## src/sv/tmprof_pkg.sv

```systemverilog
// Shared types and constants for the trapezoidal motion profile core.
`default_nettype none

package tmprof_pkg;

  // Field widths of the programming model.
  localparam int unsigned PosW  = 48;
  localparam int unsigned VelW  = 40;
  localparam int unsigned MagW  = 39;
  localparam int unsigned DtW   = 32;
  localparam int unsigned PrecW = 32;
  localparam int unsigned OpW   = 2;

  // Shared arithmetic unit sizes.
  localparam int unsigned DvdW      = 80;
  localparam int unsigned DvsW      = 48;
  localparam int unsigned McandW    = 72;
  localparam int unsigned MplrW     = 40;
  localparam int unsigned ProdW     = McandW + MplrW;
  localparam int unsigned CntW      = 7;
  localparam int unsigned MulSteps  = MplrW;
  localparam int unsigned DivSteps  = DvdW;

  // Configuration port.
  localparam int unsigned AddrW = 6;
  localparam int unsigned DataW = 64;

  // Operation codes of an input beat.
  localparam logic [OpW-1:0] OpTick   = 2'd0;
  localparam logic [OpW-1:0] OpStart  = 2'd1;
  localparam logic [OpW-1:0] OpResume = 2'd2;
  localparam logic [OpW-1:0] OpStop   = 2'd3;

  // Register indexes.
  localparam logic [2:0] RegMode   = 3'd0;
  localparam logic [2:0] RegStart  = 3'd1;
  localparam logic [2:0] RegTarget = 3'd2;
  localparam logic [2:0] RegMaxVel = 3'd3;
  localparam logic [2:0] RegAccel  = 3'd4;
  localparam logic [2:0] RegPrec   = 3'd5;
  localparam logic [2:0] RegDir    = 3'd6;

  // Mode register codes.
  localparam logic ModePosition = 1'b0;
  localparam logic ModeVelocity = 1'b1;

  typedef enum logic {
    AluMul = 1'b0,
    AluDiv = 1'b1
  } alu_kind_e;

  typedef struct packed {
    logic      go;
    alu_kind_e kind;
  } alu_req_t;

endpackage

`default_nettype wire

```

## src/sv/tmprof_alu.sv

```systemverilog
// Shared shift-add multiplier and restoring divider, one bit per cycle.
`default_nettype none

module tmprof_alu (
  input  logic                                clk_i,
  input  logic                                rst_ni,
  input  tmprof_pkg::alu_req_t                req_i,
  input  logic [tmprof_pkg::DvdW-1:0]         a_i,
  input  logic [tmprof_pkg::DvsW-1:0]         b_i,
  output logic                                done_o,
  output logic [tmprof_pkg::ProdW-1:0]        res_o
);

  logic                              busy_q, busy_d;
  logic                              done_q, done_d;
  tmprof_pkg::alu_kind_e             kind_q, kind_d;
  logic [tmprof_pkg::CntW-1:0]       cnt_q, cnt_d;
  logic [tmprof_pkg::ProdW-1:0]      p_q, p_d;
  logic [tmprof_pkg::McandW-1:0]     b_q, b_d;
  logic [tmprof_pkg::DvsW-1:0]       rem_q, rem_d;
  logic [tmprof_pkg::McandW:0]       sum;
  logic [tmprof_pkg::DvsW:0]         rs;
  logic [tmprof_pkg::DvsW:0]         rsub;
  logic                              ge;

  // One iteration of either operation, plus the load of a new request.
  always_comb begin
    sum  = {1'b0, p_q[tmprof_pkg::ProdW-1:tmprof_pkg::MplrW]}
         + (p_q[0] ? {1'b0, b_q} : '0);
    rs   = {rem_q, p_q[tmprof_pkg::DvdW-1]};
    ge   = rs >= {1'b0, b_q[tmprof_pkg::DvsW-1:0]};
    rsub = rs - {1'b0, b_q[tmprof_pkg::DvsW-1:0]};

    busy_d = busy_q;
    done_d = 1'b0;
    kind_d = kind_q;
    cnt_d  = cnt_q;
    p_d    = p_q;
    b_d    = b_q;
    rem_d  = rem_q;

    if (req_i.go) begin
      busy_d = 1'b1;
      kind_d = req_i.kind;
      rem_d  = '0;
      if (req_i.kind == tmprof_pkg::AluMul) begin
        p_d   = {{tmprof_pkg::McandW{1'b0}}, b_i[tmprof_pkg::MplrW-1:0]};
        b_d   = a_i[tmprof_pkg::McandW-1:0];
        cnt_d = tmprof_pkg::CntW'(tmprof_pkg::MulSteps - 1);
      end else begin
        p_d   = {{(tmprof_pkg::ProdW-tmprof_pkg::DvdW){1'b0}}, a_i};
        b_d   = {{(tmprof_pkg::McandW-tmprof_pkg::DvsW){1'b0}}, b_i};
        cnt_d = tmprof_pkg::CntW'(tmprof_pkg::DivSteps - 1);
      end
    end else if (busy_q) begin
      if (kind_q == tmprof_pkg::AluMul) begin
        p_d = {sum, p_q[tmprof_pkg::MplrW-1:1]};
      end else begin
        p_d   = {p_q[tmprof_pkg::ProdW-1:tmprof_pkg::DvdW],
                 p_q[tmprof_pkg::DvdW-2:0], ge};
        rem_d = ge ? rsub[tmprof_pkg::DvsW-1:0] : rs[tmprof_pkg::DvsW-1:0];
      end
      if (cnt_q == '0) begin
        busy_d = 1'b0;
        done_d = 1'b1;
      end else begin
        cnt_d = cnt_q - 1'b1;
      end
    end
  end

  // Control state.
  always_ff @(posedge clk_i or negedge rst_ni) begin
    if (!rst_ni) begin
      busy_q <= 1'b0;
      done_q <= 1'b0;
      kind_q <= tmprof_pkg::AluMul;
      cnt_q  <= '0;
    end else begin
      busy_q <= busy_d;
      done_q <= done_d;
      kind_q <= kind_d;
      cnt_q  <= cnt_d;
    end
  end

  // Datapath registers.
  always_ff @(posedge clk_i) begin
    p_q   <= p_d;
    b_q   <= b_d;
    rem_q <= rem_d;
  end

  assign done_o = done_q;
  assign res_o  = p_q;

endmodule

`default_nettype wire

```

## src/sv/trapezoidal_motion_profile_core.sv

```systemverilog
// Top level of the trapezoidal motion profile core: registers and sequencer.
//
// Channel  Direction  Handshake                  Payload
// in       input      in_valid_i / in_stall_o    op_i, dt_i, real_position_i, check_real_i
// out      output     out_valid_o / out_stall_i  position_o, velocity_o, finished_o
// cfg      input      psel, penable, pwrite      paddr, pwdata, prdata (8 bytes a register)
//
// Start, resume and stop beats go from idle straight to the output state. A
// tick runs on one shared bit-serial unit. A braking tick needs four multiplies
// and two divides, a move from rest one divide and two multiplies, a velocity-mode
// ramp two multiplies and a position-mode ramp four multiplies and one divide;
// a real-position retry runs the tick a second time.
// Reset is asynchronous and active low. A stalled result holds in the output
// register; the next beat is accepted meanwhile and waits there at its end.
`default_nettype none

module trapezoidal_motion_profile_core (
  input  logic                                  clk_i,
  input  logic                                  rst_ni,
  input  logic                                  in_valid_i,
  output logic                                  in_stall_o,
  input  logic [tmprof_pkg::OpW-1:0]            op_i,
  input  logic [tmprof_pkg::DtW-1:0]            dt_i,
  input  logic signed [tmprof_pkg::PosW-1:0]    real_position_i,
  input  logic                                  check_real_i,
  output logic                                  out_valid_o,
  input  logic                                  out_stall_i,
  output logic signed [tmprof_pkg::PosW-1:0]    position_o,
  output logic signed [tmprof_pkg::VelW-1:0]    velocity_o,
  output logic                                  finished_o,
  input  logic                                  psel,
  input  logic                                  penable,
  input  logic                                  pwrite,
  input  logic [tmprof_pkg::AddrW-1:0]          paddr,
  input  logic [tmprof_pkg::DataW-1:0]          pwdata,
  output logic [tmprof_pkg::DataW-1:0]          prdata,
  output logic                                  pready
);

  typedef enum logic [13:0] {
    StIdle  = 14'b00000000000001,
    StTick  = 14'b00000000000010,
    StEval  = 14'b00000000000100,
    StNDiv  = 14'b00000000001000,
    StNMul  = 14'b00000000010000,
    StBW    = 14'b00000000100000,
    StBSq   = 14'b00000001000000,
    StBLim  = 14'b00000010000000,
    StBX    = 14'b00000100000000,
    StBDv   = 14'b00001000000000,
    StRamp  = 14'b00010000000000,
    StAdv   = 14'b00100000000000,
    StCheck = 14'b01000000000000,
    StOut   = 14'b10000000000000
  } state_e;

  state_e state_q, state_d;

  // Configuration registers.
  logic        mode_q;
  logic [47:0] start_q;
  logic [47:0] tgt_q;
  logic [38:0] vmax_q;
  logic [38:0] accel_q;
  logic [31:0] prec_q;
  logic        dir_q;

  // Motion state and per-tick working registers.
  logic [47:0] pos_q, pos_d;
  logic [39:0] vel_q, vel_d;
  logic        done_q, done_d;
  logic        stop_q, stop_d;
  logic [39:0] v0_q, v0_d;
  logic [39:0] pv_q, pv_d;
  logic        pd_q, pd_d;
  logic        retick_q, retick_d;
  logic [79:0] q_q, q_d;
  logic [71:0] w_q, w_d;
  logic [31:0] dt_q, dt_d;
  logic [47:0] real_q, real_d;
  logic        chk_q, chk_d;

  // Output register.
  logic        out_valid_q, out_valid_d;
  logic [47:0] out_pos_q, out_pos_d;
  logic [39:0] out_vel_q, out_vel_d;
  logic        out_fin_q, out_fin_d;

  // Shared unit.
  tmprof_pkg::alu_req_t alu_req;
  logic [79:0]          alu_a;
  logic [47:0]          alu_b;
  logic                 alu_done;
  logic [111:0]         alu_res;

  // Combinational helpers.
  logic [48:0]        diff;
  logic [47:0]        tgt_dist;
  logic               fwd;
  logic [39:0]        av;
  logic [48:0]        rdiff;
  logic [47:0]        rdist;
  logic signed [40:0] vs;
  logic [40:0]        vs_abs;
  logic signed [40:0] v41;
  logic signed [40:0] nv;
  logic signed [40:0] goal;
  logic [79:0]        m80;
  logic [80:0]        lim;
  logic signed [49:0] np;
  logic [39:0]        dstep;
  logic               wr;

  tmprof_alu u_alu (
    .clk_i  (clk_i),
    .rst_ni (rst_ni),
    .req_i  (alu_req),
    .a_i    (alu_a),
    .b_i    (alu_b),
    .done_o (alu_done),
    .res_o  (alu_res)
  );

  // Register writes and reads.
  assign wr     = psel && penable && pwrite;
  assign pready = 1'b1;

  always_ff @(posedge clk_i or negedge rst_ni) begin
    if (!rst_ni) begin
      mode_q  <= 1'b0;
      start_q <= '0;
      tgt_q   <= '0;
      vmax_q  <= '0;
      accel_q <= '0;
      prec_q  <= '0;
      dir_q   <= 1'b0;
    end else if (wr) begin
      case (paddr[5:3])
        tmprof_pkg::RegMode:   mode_q  <= pwdata[0];
        tmprof_pkg::RegStart:  start_q <= pwdata[47:0];
        tmprof_pkg::RegTarget: tgt_q   <= pwdata[47:0];
        tmprof_pkg::RegMaxVel: vmax_q  <= pwdata[38:0];
        tmprof_pkg::RegAccel:  accel_q <= pwdata[38:0];
        tmprof_pkg::RegPrec:   prec_q  <= pwdata[31:0];
        tmprof_pkg::RegDir:    dir_q   <= pwdata[0];
        default: ;
      endcase
    end
  end

  always_comb begin
    case (paddr[5:3])
      tmprof_pkg::RegMode:   prdata = {63'd0, mode_q};
      tmprof_pkg::RegStart:  prdata = {16'd0, start_q};
      tmprof_pkg::RegTarget: prdata = {16'd0, tgt_q};
      tmprof_pkg::RegMaxVel: prdata = {25'd0, vmax_q};
      tmprof_pkg::RegAccel:  prdata = {25'd0, accel_q};
      tmprof_pkg::RegPrec:   prdata = {32'd0, prec_q};
      tmprof_pkg::RegDir:    prdata = {63'd0, dir_q};
      default:               prdata = '0;
    endcase
  end

  // Distances and magnitudes taken from the registered state.
  always_comb begin
    diff     = {tgt_q[47], tgt_q} - {pos_q[47], pos_q};
    fwd      = !diff[48];
    tgt_dist = fwd ? diff[47:0] : 48'(49'd0 - diff);
    rdiff    = {real_q[47], real_q} - {tgt_q[47], tgt_q};
    rdist    = rdiff[48] ? 48'(49'd0 - rdiff) : rdiff[47:0];
    av       = v0_q[39] ? (40'd0 - v0_q) : v0_q;
  end

  // Sequencer.
  always_comb begin
    state_d     = state_q;
    pos_d       = pos_q;
    vel_d       = vel_q;
    done_d      = done_q;
    stop_d      = stop_q;
    v0_d        = v0_q;
    pv_d        = pv_q;
    pd_d        = pd_q;
    retick_d    = retick_q;
    q_d         = q_q;
    w_d         = w_q;
    dt_d        = dt_q;
    real_d      = real_q;
    chk_d       = chk_q;
    out_valid_d = out_valid_q && out_stall_i;
    out_pos_d   = out_pos_q;
    out_vel_d   = out_vel_q;
    out_fin_d   = out_fin_q;
    alu_req     = '{go: 1'b0, kind: tmprof_pkg::AluMul};
    alu_a       = '0;
    alu_b       = '0;
    vs          = '0;
    vs_abs      = '0;
    v41         = $signed({v0_q[39], v0_q});
    nv          = '0;
    goal        = '0;
    m80         = '0;
    lim         = '0;
    np          = '0;
    dstep       = '0;

    case (state_q)
      StIdle: begin
        if (in_valid_i) begin
          case (op_i)
            tmprof_pkg::OpStart: begin
              pos_d   = start_q;
              vel_d   = '0;
              done_d  = 1'b0;
              stop_d  = 1'b0;
              state_d = StOut;
            end
            tmprof_pkg::OpResume: begin
              done_d  = 1'b0;
              stop_d  = 1'b0;
              state_d = StOut;
            end
            tmprof_pkg::OpStop: begin
              stop_d  = 1'b1;
              state_d = StOut;
            end
            default: begin
              dt_d     = dt_i;
              real_d   = real_position_i;
              chk_d    = check_real_i;
              pv_d     = vel_q;
              pd_d     = done_q;
              retick_d = 1'b0;
              state_d  = StTick;
            end
          endcase
        end
      end

      // Snapshot the velocity and pick the kind of tick.
      StTick: begin
        v0_d = vel_q;
        if (done_q) begin
          state_d = StCheck;
        end else if (mode_q == tmprof_pkg::ModeVelocity) begin
          alu_req = '{go: 1'b1, kind: tmprof_pkg::AluMul};
          alu_a   = {41'd0, accel_q};
          alu_b   = {16'd0, dt_q};
          state_d = StRamp;
        end else begin
          state_d = StEval;
        end
      end

      // Arrival window, move from rest, or moving.
      StEval: begin
        if (tgt_dist < {16'd0, prec_q}) begin
          pos_d   = tgt_q;
          vel_d   = '0;
          done_d  = 1'b1;
          state_d = StCheck;
        end else if (av == '0) begin
          alu_req = '{go: 1'b1, kind: tmprof_pkg::AluDiv};
          alu_a   = {tgt_dist, 32'd0};
          alu_b   = {16'd0, dt_q};
          state_d = StNDiv;
        end else begin
          alu_req = '{go: 1'b1, kind: tmprof_pkg::AluMul};
          alu_a   = {40'd0, av};
          alu_b   = {16'd0, dt_q};
          state_d = StBW;
        end
      end

      StNDiv: begin
        if (alu_done) begin
          q_d     = alu_res[79:0];
          alu_req = '{go: 1'b1, kind: tmprof_pkg::AluMul};
          alu_a   = {41'd0, accel_q};
          alu_b   = {16'd0, dt_q};
          state_d = StNMul;
        end
      end

      // Nudge speed is the least of distance/dt, a*dt and the cruise speed.
      StNMul: begin
        if (alu_done) begin
          m80 = q_q;
          if ({41'd0, alu_res[70:32]} < m80) begin
            m80 = {41'd0, alu_res[70:32]};
          end
          if ({41'd0, vmax_q} < m80) begin
            m80 = {41'd0, vmax_q};
          end
          nv      = fwd ? $signed({2'b00, m80[38:0]}) : $signed(41'd0 - {2'b00, m80[38:0]});
          vel_d   = nv[39:0];
          vs      = nv;
          vs_abs  = vs[40] ? 41'(41'd0 - vs) : vs;
          alu_req = '{go: 1'b1, kind: tmprof_pkg::AluMul};
          alu_a   = {39'd0, vs_abs};
          alu_b   = {16'd0, dt_q};
          state_d = StAdv;
        end
      end

      StBW: begin
        if (alu_done) begin
          w_d     = alu_res[71:0];
          alu_req = '{go: 1'b1, kind: tmprof_pkg::AluMul};
          alu_a   = {40'd0, av};
          alu_b   = {8'd0, av};
          state_d = StBSq;
        end
      end

      // Stopping distance v*v/(2a).
      StBSq: begin
        if (alu_done) begin
          alu_req = '{go: 1'b1, kind: tmprof_pkg::AluDiv};
          alu_a   = alu_res[79:0];
          alu_b   = {8'd0, accel_q, 1'b0};
          state_d = StBLim;
        end
      end

      // Lookahead decides between braking, snapping to the target and ramping; a stop always brakes.
      StBLim: begin
        if (alu_done) begin
          lim = {1'b0, alu_res[79:0]} + {41'd0, w_q[71:32]};
          if (stop_q || ({33'd0, tgt_dist} <= lim)) begin
            if ({tgt_dist, 33'd0} <= {9'd0, w_q}) begin
              pos_d   = tgt_q;
              vel_d   = '0;
              done_d  = 1'b1;
              state_d = StCheck;
            end else begin
              alu_req = '{go: 1'b1, kind: tmprof_pkg::AluMul};
              alu_a   = {8'd0, w_q};
              alu_b   = {8'd0, av};
              state_d = StBX;
            end
          end else begin
            alu_req = '{go: 1'b1, kind: tmprof_pkg::AluMul};
            alu_a   = {41'd0, accel_q};
            alu_b   = {16'd0, dt_q};
            state_d = StRamp;
          end
        end
      end

      StBX: begin
        if (alu_done) begin
          alu_req = '{go: 1'b1, kind: tmprof_pkg::AluDiv};
          alu_a   = {1'b0, alu_res[111:33]};
          alu_b   = tgt_dist;
          state_d = StBDv;
        end
      end

      // Adapted braking step, never past zero.
      StBDv: begin
        if (alu_done) begin
          if (v41 > $signed(41'd0)) begin
            nv = v41 - $signed({1'b0, alu_res[39:0]});
            if (nv < $signed(41'd0)) begin
              nv = '0;
            end
          end else begin
            nv = v41 + $signed({1'b0, alu_res[39:0]});
            if (nv > $signed(41'd0)) begin
              nv = '0;
            end
          end
          vel_d   = nv[39:0];
          vs      = v41 + nv;
          vs_abs  = vs[40] ? 41'(41'd0 - vs) : vs;
          alu_req = '{go: 1'b1, kind: tmprof_pkg::AluMul};
          alu_a   = {39'd0, vs_abs};
          alu_b   = {16'd0, dt_q};
          state_d = StAdv;
        end
      end

      // Ramp toward the goal speed by a*dt.
      StRamp: begin
        if (alu_done) begin
          if (mode_q == tmprof_pkg::ModeVelocity) begin
            if (stop_q) begin
              goal = '0;
            end else begin
              goal = dir_q ? $signed(41'd0 - {2'b00, vmax_q}) : $signed({2'b00, vmax_q});
            end
          end else begin
            goal = fwd ? $signed({2'b00, vmax_q}) : $signed(41'd0 - {2'b00, vmax_q});
          end
          nv = v41;
          if (v41 < goal) begin
            nv = v41 + $signed({2'b00, alu_res[70:32]});
            if (nv > goal) begin
              nv = goal;
            end
          end else if (v41 > goal) begin
            nv = v41 - $signed({2'b00, alu_res[70:32]});
            if (nv < goal) begin
              nv = goal;
            end
          end
          vel_d = nv[39:0];
          if (mode_q == tmprof_pkg::ModeVelocity && stop_q && nv == '0) begin
            done_d = 1'b1;
          end
          vs      = v41 + nv;
          vs_abs  = vs[40] ? 41'(41'd0 - vs) : vs;
          alu_req = '{go: 1'b1, kind: tmprof_pkg::AluMul};
          alu_a   = {39'd0, vs_abs};
          alu_b   = {16'd0, dt_q};
          state_d = StAdv;
        end
      end

      // Position moves by the mean speed times dt, saturating.
      StAdv: begin
        if (alu_done) begin
          dstep = alu_res[72:33];
          vs    = v41 + $signed({vel_q[39], vel_q});
          if (!vs[40]) begin
            np = $signed({{2{pos_q[47]}}, pos_q}) + $signed({10'd0, dstep});
          end else begin
            np = $signed({{2{pos_q[47]}}, pos_q}) - $signed({10'd0, dstep});
          end
          if (np > $signed({3'b000, {47{1'b1}}})) begin
            pos_d = {1'b0, {47{1'b1}}};
          end else if (np < $signed({3'b111, 47'd0})) begin
            pos_d = {1'b1, 47'd0};
          end else begin
            pos_d = np[47:0];
          end
          state_d = StCheck;
        end
      end

      // Finished but off target by the measured position: retry once from there.
      StCheck: begin
        if (!retick_q && chk_q && done_q && mode_q == tmprof_pkg::ModePosition &&
            rdist > {16'd0, prec_q}) begin
          vel_d    = pv_q;
          done_d   = pd_q;
          pos_d    = real_q;
          retick_d = 1'b1;
          state_d  = StTick;
        end else begin
          state_d = StOut;
        end
      end

      StOut: begin
        if (!out_valid_q || !out_stall_i) begin
          out_valid_d = 1'b1;
          out_pos_d   = pos_q;
          out_vel_d   = vel_q;
          out_fin_d   = done_q;
          state_d     = StIdle;
        end
      end

      default: state_d = StIdle;
    endcase
  end

  // Control state.
  always_ff @(posedge clk_i or negedge rst_ni) begin
    if (!rst_ni) begin
      state_q     <= StIdle;
      pos_q       <= '0;
      vel_q       <= '0;
      done_q      <= 1'b1;
      stop_q      <= 1'b0;
      retick_q    <= 1'b0;
      out_valid_q <= 1'b0;
    end else begin
      state_q     <= state_d;
      pos_q       <= pos_d;
      vel_q       <= vel_d;
      done_q      <= done_d;
      stop_q      <= stop_d;
      retick_q    <= retick_d;
      out_valid_q <= out_valid_d;
    end
  end

  // Working and output payload registers.
  always_ff @(posedge clk_i) begin
    v0_q      <= v0_d;
    pv_q      <= pv_d;
    pd_q      <= pd_d;
    q_q       <= q_d;
    w_q       <= w_d;
    dt_q      <= dt_d;
    real_q    <= real_d;
    chk_q     <= chk_d;
    out_pos_q <= out_pos_d;
    out_vel_q <= out_vel_d;
    out_fin_q <= out_fin_d;
  end

  assign in_stall_o  = (state_q != StIdle);
  assign out_valid_o = out_valid_q;
  assign position_o  = out_pos_q;
  assign velocity_o  = out_vel_q;
  assign finished_o  = out_fin_q;

endmodule

`default_nettype wire
```

## config.mk

```make
export PLATFORM = sky130hd
export DESIGN_NAME = trapezoidal_motion_profile_core
export DESIGN_NICKNAME = d
export VERILOG_FILES = /design/src/sv/tmprof_pkg.sv /design/src/sv/tmprof_alu.sv /design/src/sv/trapezoidal_motion_profile_core.sv
export SDC_FILE = /design/constraint.sdc
export NUM_CORES = 2
export LEC_CHECK = 0
export BUFFER_PORTS_ARGS = -buffer_cell sky130_fd_sc_hd__clkbuf_2
export CAP_MARGIN = 5
export CORE_ASPECT_RATIO = 1.75
export CORE_UTILIZATION = 35
export DETAILED_ROUTE_END_ITERATION = 8
export GPL_TIMING_DRIVEN = 1
export HOLD_SLACK_MARGIN = 0.15
export PLACE_DENSITY_LB_ADDON = 0.1
export SLEW_MARGIN = 5
export SYNTH_ARGS = -nofsm -noshare
export SYNTH_HDL_FRONTEND = slang
export SYNTH_SLANG_ARGS = --single-unit
```

## constraint.sdc

```tcl
create_clock -name clk_i -period 28.9 [get_ports clk_i]
set_input_delay 2.89 -clock clk_i [delete_from_list [all_inputs] [get_ports clk_i]]
set_output_delay 2.89 -clock clk_i [all_outputs]
set_load 0.03 [all_outputs]
```

==> impl_metrics.toml <==
[run_status]
status = "finished with violations"
violations = "DRC, capacitance limit"

[final_layout]
area_delta_synth_final_pct = 12.1
drive_gt1_share_pct = 11.5
final_util_pct = 39.5
n_fill_cell = 28100
finalNetCount = 12700

[sta]
final_max_slew_viol_count = 0
fin_crit_ps = 18400
timing.final.crit_share_pct = 63.7
worstMarginPinSlew_ps = 1470
setup-tns-final_ps = 0
fmax_ghz = 0.0544
setup_viol = 0
rsz0062_at_grt = "false"
hold_viol_final = 0
finClkSkew_ps = 133
slew_headroom_pct = 1.41

[pwr]
vdd_drop_max_mv = 0.275
p_leak_nw = 45.2
p_sw_mw = 10.9
p_comb_share_pct = 80.2
power.share.sequential_pct = 11.0
p_int_mw = 6.29
p_sw_share_pct = 63.4
power_density_mw_per_mm2 = 159
clock_power_share_pct = 8.8

[detailed_routing]
wl_um = 664000
drc = 21
vias = 103000
vias_per_cell = 6.71
wl_per_cell_um = 43.1
drt_iter0_drc = 12900
ant_nets = 0
drt-pass1-iter-count = 9

[global_routing]
grt.total_usage_pct = 46.4
grt_max_degree = 150
grt_first_pass_wirelength_um = 869000
antenna_found_initial = 110
grt_overflow_total = 0
grt_pass1_vias = 98100

[clocking]
clkSinkCount = 959
cts_resized = 0
cts_hold_buf = 0
clock_path_buffers = 3
cts_made_buffers = 106
insertion_delay_ps = 890
clockRootBuffer = "clkbuf_16"
cts_tree = "yes"
htreeDepth = 3
postCtsSetupRepairBufs = 0
clk_pin_slew_worst_paths_ps = 70

[floorplan]
die_h_um = 696
num_rows = 254
coreArea_mm2 = 0.273
fp.dieArea_mm2 = 0.277
die_x_um = 398
io-pin-count = 316
initial_core_util_pct = 35.2

[setup_path]
crit_path_top_delay_cell = "a2111oi_0"
worstSetupPathType = "reg2reg"
path_max_fanout = 53
crit_path_max_incr_delay_ps = 1190
cp_top_family = "compound AO/OA/AOI/OAI gates"
cp_data_arrival_time_ps = 18880
worst_setup_path_end_kind = "flip-flop"
worstPathRequired_ps = 29380
critPathLaunchType = "flip-flop"
cp.buffers_inverters = 5

[synthesis]
synth_seq_area_share_pct = 27.7
synthArstFlopShare_pct = 33.8
synth_most_common_cell = "ha_1"
syn_inst = 11400
synth_area_leader_cell = "edfxtp_1"
synthesis.area_mm2 = 0.0962
synth_top_area_share_pct = 18.3
synthFlopType = "edfxtp_1"
post_synth_num_cell_types = 121
synth_seq_cells = 959
synth_top_cells_by_area = "edfxtp_1 18%, ha_1 12%, dfrtp_1 8.4%"
synth_edf_count = 587
synth_common_cells = "934 x ha_1, 896 x a21oi_1, 871 x nor2_1, 761 x nand2_1, 723 x o21ai_0"
yosysWarnings = 0
postSynthAreaPerCell_um2 = 8.45

[placement]
hpwl_um = 533000
portBuffers = 279
gp_congestion = 1.11

[flow_run]
cap_violations = 2

[worst_hold_path]
hold_path.class = "reg2reg"
-- tightest hold or removal path, delay by kind of cell, from the launching register on --
family / cells / cell delay, ps
flip-flops: 1 / 310
AND/OR/NAND/NOR: 1 / 50
AO/OA/AOI/OAI: 1 / 50
-- final cells by class --
| cell class | count | area [um2] | share of cell area (%) |
|---|---|---|---|
| diodes | 90 | 225 | 0.209 |
| clock inverters | 70 | 842 | 0.781 |
| repair buffers | 727 | 4800 | 4.45 |
| multi-input cells | 9208 | 65600 | 60.8 |
| flip-flops and latches | 959 | 26700 | 24.8 |
| inverters | 629 | 2370 | 2.20 |
| clock buffers | 131 | 2860 | 2.65 |
| well taps | 3584 | 4480 | 4.16 |
-- cell families (layout without fill, tap and decap cells) --
logic type,after synthesis,in the layout,share of synthesized area [%]
compound gates,3756,3756,26.2
xor+xnor,757,757,6.90
fa+ha+maj,946,946,12.4
buf+inv,1234,1557,4.98
flops,959,959,27.7
mux,422,422,4.63
other cells,2,107,0.00780
simple gates,3310,3310,17.2
-- power by group through the flow --
stage                     clock (mW)  sequential [mW]  combinational [mW]
after floorplan                    0             1.81                6.62
after global placement             0             1.90                12.9
after detailed placement           0             1.90                12.9
after CTS                       1.53             1.87                13.0
after global routing            1.57             1.89                13.8
final                           1.52             1.89                13.8
-- flip-flops by register name, summed over array words and instances, names as in the netlist, 48 cells and up --
| register | count |
|---|---|
| start_q | 48 |
| position_o | 48 |
| q_q | 80 |
| tgt_q | 48 |
| u_alu.rem_q | 48 |
| u_alu.b_q | 72 |
| real_q | 48 |
| pos_q | 48 |
| u_alu.res_o | 112 |
| w_q | 72 |
-- per-layer routing --
| layer | global-route usage (%) | vias up | wire length, um |
|---|---|---|---|
| met2 | 73.9 | 6802 | 300000 |
| li1 | - | 43400 | - |
| met4 | 57.4 | 12 | 98500 |
| met1 | 45.5 | 50600 | 212000 |
| met5 | 0.0177 | - | 85 |
| met3 | 11.0 | 2551 | 53600 |
-- final timing paths --
kind,startpoint,to,slack [ps],depth (start not counted)
setup / recovery,tgt_q[0],u_alu.b_q[36],10500,47
setup reg to reg,tgt_q[0],u_alu.b_q[36],10500,47
min in group asynchronous,rst_ni,start_q[45],2140,1
hold / removal,u_alu.rem_q[47],u_alu.rem_q[47],460,2
hold reg to reg,u_alu.rem_q[47],u_alu.rem_q[47],460,2
max in group asynchronous,rst_ni,tgt_q[12],25290,2
-- per-stage QoR --
stage	setup WS (ps)	power, mW	cells	instance area [um2]	hold WS (ps)
2_1_floorplan	17380	8.44	11400	96300	437
3_5_place_dp	11740	14.8	15100	104000	447
3_3_place_gp	11810	14.8	15100	104000	446
4_1_cts	11760	16.4	15300	108000	456
6_report	10500	17.2	15400	108000	456
5_1_grt	10870	17.3	15300	108000	468
-- cell usage in the layout (no fill, tap or decap), types with 104 or more instances in the layout --
cell type / Yosys / routed
nor4_1: 120 / 113
a21oi_1: 896 / 893
dfrtp_1: 322 / 321
o211ai_1: 163 / 163
mux2i_1: 239 / 233
a21o_1: 416 / 415
nor3_1: 253 / 247
ha_1: 934 / 934
buf_4: 23 / 445
o21a_1: 105 / 104
o21bai_1: 115 / 113
nor2b_1: 116 / 115
a221oi_1: 120 / 120
nand4_1: 198 / 198
clkbuf_2: 0 / 278
xor2_1: 243 / 230
nand2b_1: 141 / 140
o21ai_0: 723 / 713
nand2_1: 761 / 758
a22oi_1: 119 / 119
inv_1: 620 / 617
clkbuf_16: 0 / 108
a211oi_1: 151 / 146
a31oi_1: 136 / 133
nand3_1: 246 / 246
xnor2_1: 513 / 491
mux2_2: 182 / 182
nor2_1: 871 / 859
and2_1: 136 / 135
edfxtp_1: 587 / 587
Power figures use the tool's default switching activity.
